<file path="config.mk">
export PLATFORM = sky130hd
export DESIGN_NAME = cnm_score
export DESIGN_NICKNAME = d
export VERILOG_FILES = /design/src/rtl/cnm_pkg.sv /design/src/rtl/cnm_score.sv
export SDC_FILE = /design/constraint.sdc
export NUM_CORES = 2
export LEC_CHECK = 0
export BUFFER_PORTS_ARGS = -buffer_cell sky130_fd_sc_hd__buf_2
export CORE_MARGIN = 4
export CORE_UTILIZATION = 50
export CTS_CLUSTER_DIAMETER = 40
export DETAILED_ROUTE_END_ITERATION = 10
export GPL_TIMING_DRIVEN = 0
export PLACE_DENSITY = 0.68
export SLEW_MARGIN = 15
export SYNTH_ARGS = -nofsm -noshare
export SYNTH_HDL_FRONTEND = slang
export SYNTH_SLANG_ARGS = --single-unit
</file>
<file path="constraint.sdc">
create_clock -name clk -period 8.45 [get_ports clk]
set_input_delay 0.845 -clock clk [delete_from_list [all_inputs] [get_ports clk]]
set_output_delay 0.845 -clock clk [all_outputs]
set_load 0.005 [all_outputs]
</file>
<file path="src/rtl/cnm_pkg.sv">
`timescale 1ns / 1ps
// ----------------------------------------------------------------------------
// cnm_pkg
// Shared types and constants of the cosine nearest-match block.
// ----------------------------------------------------------------------------
package cnm_pkg;

    localparam int MAX_DIM     = 128;
    localparam int MAX_ENTRIES = 256;
    localparam int DIM_W       = $clog2(MAX_DIM);
    localparam int ENT_W       = $clog2(MAX_ENTRIES);
    localparam int ADDR_W      = ENT_W + DIM_W;
    localparam int LEN_W       = DIM_W + 1;
    localparam int CNT_W       = ENT_W + 1;

    // Sum of MAX_DIM products of two Q1.15 values, signed and unsigned.
    localparam int DOT_W = 32 + DIM_W;
    localparam int NRM_W = 31 + DIM_W;

    localparam logic CMD_LOAD  = 1'b0;
    localparam logic CMD_QUERY = 1'b1;

    localparam logic [1:0] REG_THRESHOLD = 2'd0;
    localparam logic [1:0] REG_VLEN      = 2'd1;
    localparam logic [1:0] REG_ENTRIES   = 2'd2;

    localparam logic signed [15:0] THRESHOLD_RST = 16'sd19661;
    localparam logic [7:0]         VLEN_RST      = 8'd128;
    localparam logic [8:0]         ENTRIES_RST   = 9'd0;
    localparam logic signed [15:0] SCORE_MIN     = 16'sh8000;

    typedef struct packed {
        logic               command;
        logic [7:0]         entry;
        logic [6:0]         position;
        logic signed [15:0] value;
    } in_item_t;

    typedef struct packed {
        logic               matched;
        logic [7:0]         best_entry;
        logic signed [15:0] similarity;
    } out_item_t;

endpackage

</file>
<file path="src/rtl/cnm_score.sv">
`timescale 1ns / 1ps
// ----------------------------------------------------------------------------
// cnm_score
// Turns dot product and two squared norms into a saturated Q1.15 cosine:
// partial-product multiply, bit-serial square root, restoring division.
// ----------------------------------------------------------------------------
module cnm_score (
    input  logic                              clk,
    input  logic                              rst_n,
    input  logic                              start,
    input  logic signed [cnm_pkg::DOT_W-1:0]  dot,
    input  logic [cnm_pkg::NRM_W-1:0]         norm_a,
    input  logic [cnm_pkg::NRM_W-1:0]         norm_b,
    output logic                              done,
    output logic signed [15:0]                score
);

    localparam int HW      = 19;
    localparam int PROD_W  = 76;
    localparam int ROOT_W  = 38;
    localparam int NUM_W   = 54;
    localparam int QB      = 17;
    localparam int DOT_W_L = cnm_pkg::DOT_W;

    typedef enum logic [5:0] {
        S_IDLE  = 6'b000001,
        S_MUL   = 6'b000010,
        S_SQRT  = 6'b000100,
        S_DPREP = 6'b001000,
        S_DIV   = 6'b010000,
        S_DONE  = 6'b100000
    } sc_state_t;

    sc_state_t           state_reg;
    logic [2:0]          mcnt_reg;
    logic [1:0]          psel_reg;
    logic [5:0]          scnt_reg;
    logic                neg_reg;
    logic [ROOT_W-1:0]   mag_reg;
    logic [ROOT_W-1:0]   na_reg;
    logic [ROOT_W-1:0]   nb_reg;
    logic [2*HW-1:0]     prod_reg;
    logic [PROD_W-1:0]   rad_reg;
    logic [39:0]         rem_reg;
    logic [ROOT_W-1:0]   root_reg;
    logic [38:0]         dr_reg;
    logic [QB-1:0]       nq_reg;
    logic signed [15:0]  score_reg;

    logic [HW-1:0]       a_half;
    logic [HW-1:0]       b_half;
    logic [PROD_W-1:0]   prod_sh;
    logic [41:0]         rem_sh;
    logic [41:0]         trial;
    logic [38:0]         dr_sh;
    logic [NUM_W-1:0]    num;
    logic [DOT_W_L-1:0]  dot_abs;

    assign a_half = mcnt_reg[1] ? na_reg[2*HW-1:HW] : na_reg[HW-1:0];
    assign b_half = mcnt_reg[0] ? nb_reg[2*HW-1:HW] : nb_reg[HW-1:0];

    always_comb
    begin
        case (psel_reg)
            2'd0:    prod_sh = PROD_W'(prod_reg);
            2'd1:    prod_sh = PROD_W'(prod_reg) << HW;
            2'd2:    prod_sh = PROD_W'(prod_reg) << HW;
            2'd3:    prod_sh = PROD_W'(prod_reg) << (2 * HW);
            default: prod_sh = PROD_W'(prod_reg);
        endcase
    end

    assign rem_sh  = {rem_reg, rad_reg[PROD_W-1 -: 2]};
    assign trial   = {2'b00, root_reg, 2'b01};
    assign dr_sh   = {dr_reg[37:0], nq_reg[QB-1]};
    assign num     = (NUM_W'(mag_reg) << 15) + NUM_W'(root_reg >> 1);
    assign dot_abs = dot[DOT_W_L-1] ? DOT_W_L'(-dot) : DOT_W_L'(dot);

    always_ff @(posedge clk or negedge rst_n)
    begin
        if (!rst_n)
        begin
            state_reg <= S_IDLE;
        end
        else
        begin
            case (state_reg)
                S_IDLE:
                begin
                    if (start)
                    begin
                        if (norm_a == '0 || norm_b == '0)
                            state_reg <= S_DONE;
                        else
                            state_reg <= S_MUL;
                    end
                end
                S_MUL:   if (mcnt_reg == 3'd4) state_reg <= S_SQRT;
                S_SQRT:  if (scnt_reg == 6'(ROOT_W - 1)) state_reg <= S_DPREP;
                S_DPREP: state_reg <= S_DIV;
                S_DIV:   if (scnt_reg == 6'(QB - 1)) state_reg <= S_DONE;
                S_DONE:  state_reg <= S_IDLE;
                default: state_reg <= S_IDLE;
            endcase
        end
    end

    always_ff @(posedge clk)
    begin
        case (state_reg)
            S_IDLE:
            begin
                neg_reg   <= dot[DOT_W_L-1];
                mag_reg   <= ROOT_W'(dot_abs);
                na_reg    <= ROOT_W'(norm_a);
                nb_reg    <= ROOT_W'(norm_b);
                mcnt_reg  <= '0;
                rad_reg   <= '0;
                score_reg <= '0;
            end
            S_MUL:
            begin
                if (mcnt_reg != 3'd4)
                begin
                    prod_reg <= a_half * b_half;
                    psel_reg <= mcnt_reg[1:0];
                end
                if (mcnt_reg != 3'd0)
                    rad_reg <= rad_reg + prod_sh;
                mcnt_reg <= mcnt_reg + 3'd1;
                scnt_reg <= '0;
                rem_reg  <= '0;
                root_reg <= '0;
            end
            S_SQRT:
            begin
                if (rem_sh >= trial)
                begin
                    rem_reg  <= 40'(rem_sh - trial);
                    root_reg <= {root_reg[ROOT_W-2:0], 1'b1};
                end
                else
                begin
                    rem_reg  <= rem_sh[39:0];
                    root_reg <= {root_reg[ROOT_W-2:0], 1'b0};
                end
                rad_reg  <= rad_reg << 2;
                scnt_reg <= scnt_reg + 6'd1;
            end
            S_DPREP:
            begin
                dr_reg   <= 39'(num[NUM_W-1:QB]);
                nq_reg   <= num[QB-1:0];
                scnt_reg <= '0;
            end
            S_DIV:
            begin
                if (dr_sh >= {1'b0, root_reg})
                begin
                    dr_reg <= dr_sh - {1'b0, root_reg};
                    nq_reg <= {nq_reg[QB-2:0], 1'b1};
                end
                else
                begin
                    dr_reg <= dr_sh;
                    nq_reg <= {nq_reg[QB-2:0], 1'b0};
                end
                scnt_reg <= scnt_reg + 6'd1;
            end
            S_DONE:
            begin
                // Only the zero-norm path skips the divider; score_reg is then 0.
                if (mcnt_reg == 3'd5)
                begin
                    if (neg_reg)
                        score_reg <= (nq_reg >= 17'd32768) ? 16'sh8000
                                                           : 16'(-nq_reg);
                    else
                        score_reg <= (nq_reg >= 17'd32767) ? 16'sh7fff
                                                           : 16'(nq_reg);
                end
            end
            default: ;
        endcase
        if (state_reg == S_DIV && scnt_reg == 6'(QB - 1))
            mcnt_reg <= 3'd5;
    end

    // The result is registered from S_DONE, so done is registered from S_DONE too and rises with it.
    logic done_reg;
    always_ff @(posedge clk or negedge rst_n)
    begin
        if (!rst_n)
            done_reg <= 1'b0;
        else
            done_reg <= (state_reg == S_DONE);
    end

    assign done  = done_reg;
    assign score = score_reg;

endmodule

</file>
After elaboration in Yosys (flattened, before gate mapping)
Index checks and enable logic that the tools add are counted.
Word-level totals
  register bits after elaboration: 396
  output and inout port bits: 17
Cells by class
  $mul: 1
  mux-type cells: 27
  eq/ne operators: 20
  $lt $le $gt $ge: 4
  reduce and logical (&&, ||, !) cells: 19
  add/subtract/negate cells: 8
Operators with widths (count)
  case mux 76 bit (3 select lines): 2
  case mux 38 bit (2 select lines): 2
  case mux 40 bit (2 select lines): 1
  adder 76 bit: 1
  zero test 38 bit: 2
  2-to-1 mux 38 bit: 2
  2-to-1 mux 76 bit: 1
  2-to-1 mux 16 bit: 4
  adder 53 x 37 -> 54 bit: 1
  greater-or-equal comparator 42 x 40 -> 1 bit: 1
  2-to-1 mux 40 bit: 1
  subtractor 40 bit: 1
  greater-or-equal comparator 39 x 38 -> 1 bit: 1
  multiplier 19 x 19 -> 38 bit: 1
  2-to-1 mux 19 bit: 2
  negation 38 bit: 1
  subtractor 38 bit: 1
  case mux 17 bit (2 select lines): 1
  case mux 16 bit (2 select lines): 1
  2-to-1 mux 6 bit: 5
  case mux 6 bit (5 select lines): 1
  greater-or-equal comparator 17 x 15 -> 1 bit (second input constant): 1
  greater-or-equal comparator 17 x 16 -> 1 bit (second input constant): 1
  negation 16 bit: 1
  24 further kinds: 43

Logic depth before layout (Yosys ltp)
  word-level depth: 6
  gate-level depth with buffers: 29
  depth with buffers taken out: 25

Worst setup path before layout
OpenSTA, ideal clock, no wires.
  path kind: register to register
  from: register mcnt_reg[0]
  to: register prod_reg[35], data pin
  path buffers: 4
  path slack: 785 ps
  period minus slack after synthesis: 7665 ps
  data required time: 8192 ps
  stages on the path, launching flop included: 28
  data arrival time: 7407 ps
  cells stage by stage: dfxtp_1 clkbuf_1 clkbuf_1 buf_1 mux2i_1 nor2_1 fa_1 inv_1 fa_1 inv_1 fa_1 fa_1 fa_1 inv_1 fa_1 inv_1 ha_1 clkbuf_1 nand4_1 a2111oi_2 nand3_1 o22ai_1 o221ai_1 o31a_1 a211o_1 o21bai_1 a21oi_1 xnor2_1
Between the ends
  longest elaborated chain between the ends: 2
RTL lines
  start: declaration: RTL line cnm_score.sv:35  | logic [2:0] mcnt_reg;
  start signal: assignment: RTL line cnm_score.sv:130  | mcnt_reg <= mcnt_reg + 3'd1;
  2-to-1 mux 19 bit: RTL line cnm_score.sv:60  | assign b_half = mcnt_reg[0] ? nb_reg[2*HW-1:HW] : nb_reg[HW-1:0];
  multiplier 19 x 19 -> 38 bit: RTL line cnm_score.sv:125  | prod_reg <= a_half * b_half;
  end signal: assignment: RTL line cnm_score.sv:125
  end: declaration: RTL line cnm_score.sv:42  | logic [2*HW-1:0] prod_reg;
No other way between the ends.
A chain may end at the register's enable or synchronous reset.

Final worst setup path
Ends and elaborated chain as after synthesis.

==> impl_results.md <==
* Hold Path Class: input port to asynchronous set/reset pin
* F_max at 0.123 GHz
* Number of buffers added on ports at 134
* Clk_lat worst skew at 0.65 ns
* Highest routed layer: met5
* Met2 wire length at 51.3 mm
* Endpoints failing hold at 0
* Startpoint types: flop
* Hpwl dp at 93.1 mm
* Cell with the most instances after synthesis: inv_1
* Largest register FFs at 76
* Detail-routed via count per cell at 5.87
* Global-route wire length before repair at 181 mm
* Total grt overflow at 0
* CTS tree: done
* Worst-case clock skew at 0.0468 ns
* Slew Limit Headroom at 30.9%
* Avg WL per Cell at 21.2 um
* Worst Max-Slew Pin Slew at 1.04 ns
* Cells after Synth at 4253
* Final Net Count at 5197
* DR iter-0 viols at 2993
* Die H at 289 um
* Ports at 135
* Die Wd at 289 um
* Top_reg_cell synth: edfxtp_1
* Async set-reset flop share out of synthesis at 1.77%
* Yosys reg bits at 396
* Synth cell types at 101
* CTS buffer count at 77
* Mapped Area at 39400 um2
* Vias in the first global route at 31.4k
* GP Congestion at 1.01
* CP required at 8.80 ns
* Synth top cells by count: inv_1 (473), nand2_1 (459), nor2_1 (434)
* DRC violations left at 0
* Post-synth EDFFs at 386
* Gr usage total at 28.0%
* Largest net degree at the start of global routing at 77
* CP Data Arrival Time at 8.47 ns
* Die area at 83400 um2
* Synth area leaders: edfxtp_1 (29%), fa_1 (15%), ha_1 (9.8%), inv_1 (4.5%), nand2_1 (4.4%)
* Status: finished clean
* Placed cell area at 41700 um2
* Hold Buf Count CTS at 0
* YS warnings at 0
* Synth top area share at 29.4%
* Root Buffer: clkbuf_16
* Starting Density at 50.6%
* Max_cap viols at 0
* Pins Over Slew Limit at 0
* Vias post-DR at 32.8k
* Worst Reg-to-Reg Cells at 26
* CP Max Fanout at 10
* Worst-path clk slew at 0.05 ns
* Unrepaired setup endpoints after global routing: false
* P&R area growth vs syn at 14.0%
* TritonRoute pass-1 iters at 5
* Initial antenna violation count at 1
* Fin crit period at 8.12 ns
* Final setup viols at 0
* Syn Area/Cell at 9.27 um2
* Met1 WL at 52.8 mm
* CTS max path bufs at 3
* Core Area at 77800 um2
* Wire length on met3 at 9.90 mm
* Antenna-violating nets left at 0
* Post-synth net total at 4971
* Final Cycle Share at 96.1%
* Register area share after synthesis at 30.0%
* Final Instance Area at 44900 um2
* Share of cells above drive strength 1 at 10.3%
* Kind of end point of the critical path: flop
* H-tree depth reported by CTS at 3
* CTS Sinks at 396
* Total routed wirelength at 118 mm
* Rows at 102
* Largest area contributor in the netlist: edfxtp_1
* Antenna diode count at 0
* Critical Setup Path Class: flop to flop
## cells by family (layout without fill, tap and decap cells)
family,after synthesis,count (layout),share of synthesized area (%)
AO/OA/AOI/OAI,958,958,15.6
flip-flops,396,396,30.0
adder cells (fa/ha/maj),600,600,24.6
AND/OR/NAND/NOR,1301,1301,15.2
multiplexers,116,116,3.06
buffers and inverters,642,931,6.26
XOR/XNOR,240,240,5.33
## critical path, cell delays in order, from the launching register on
cell       delay (ns)
dfxtp_2          0.43
clkbuf_4         0.27
clkbuf_8         0.23
buf_4            0.30
mux2i_4          0.40
nor2_1           0.12
fa_1             0.55
inv_1            0.06
fa_1             0.48
inv_1            0.06
fa_1             0.57
fa_1             0.54
fa_1             0.55
inv_1            0.05
fa_1             0.61
inv_1            0.07
ha_1             0.43
nand4_1          0.23
a2111oi_2        0.34
nand3_1          0.14
o22ai_2          0.15
o221ai_2         0.18
o31a_1           0.35
a211o_1          0.32
o21bai_1         0.14
a21oi_1          0.09
xnor2_1          0.14
## metal layers
layer | vias to the layer above | GRT usage (%)
li1 | 15300 | -
met1 | 15800 | 40.6
met2 | 1393 | 42.8
met3 | 248 | 5.13
met4 | 2 | 8.97
met5 | - | 0
## worst paths after layout
check	start	end	slack (ns)
min in group clk	norm_b[27]	nb_reg[27]	0.39
hold / removal	rst_n	done	0.07
max in group asynchronous	rst_n	state_reg[0]	8.12
setup / recovery	mcnt_reg[0]	prod_reg[35]	0.33
hold reg to reg	mcnt_reg[1]	psel_reg[1]	0.47
setup reg to reg	mcnt_reg[0]	prod_reg[35]	0.33
## per-stage QoR
step                      setup TNS (ns)  std cells  worst slack, ns  util [%]  hold slack, ns
after detailed placement           -9.79       5438            -1.22      53.6           0.464
after floorplan                        0       4253            0.785         -           0.432
after CTS                              0       5578          0.00164      57.6          0.0377
after global routing                   0       5582          0.00818      57.7          0.0615
final                                  0       5582            0.327      57.7          0.0714
after global placement            -14.04       5427            -1.43      53.2           0.462
## cell usage in the layout, fill, tap and decap left out, drive strengths merged, types with 35 or more instances in the layout
| master | instances |
|---|---|
| clkbuf | 214 |
| mux2i | 79 |
| nand2 | 460 |
| fa | 291 |
| nor4 | 35 |
| inv | 482 |
| o21ai | 277 |
| xor2 | 94 |
| a22o | 46 |
| edfxtp | 386 |
| nand3 | 46 |
| and2 | 55 |
| a21o | 99 |
| buf | 185 |
| ha | 309 |
| nor2 | 434 |
| nor3 | 37 |
| a21oi | 255 |
| mux2 | 37 |
| nand4 | 60 |
| xnor2 | 146 |
## what timing repair did
action / in CTS / in global routing
pin swaps: 0 / 0
gates resized for setup: 64 / 17
buffers inserted: 1 / 7
endpoints found under the setup margin: 17 / 5
## final cells by class
type / instances / area [um2]
clock inverter: 59 / 963
inverter: 473 / 1780
clock buffer: 83 / 1950
sequential: 396 / 11800
multi-input combinational: 3215 / 25400
fill: 6807 / 32900
timing repair buffer: 153 / 937
tap: 1040 / 1300
buffer: 163 / 738
Power is left out: the tool's default activity adds up to more than one toggle a clock period on the data nets, which glitch-free logic cannot reach.
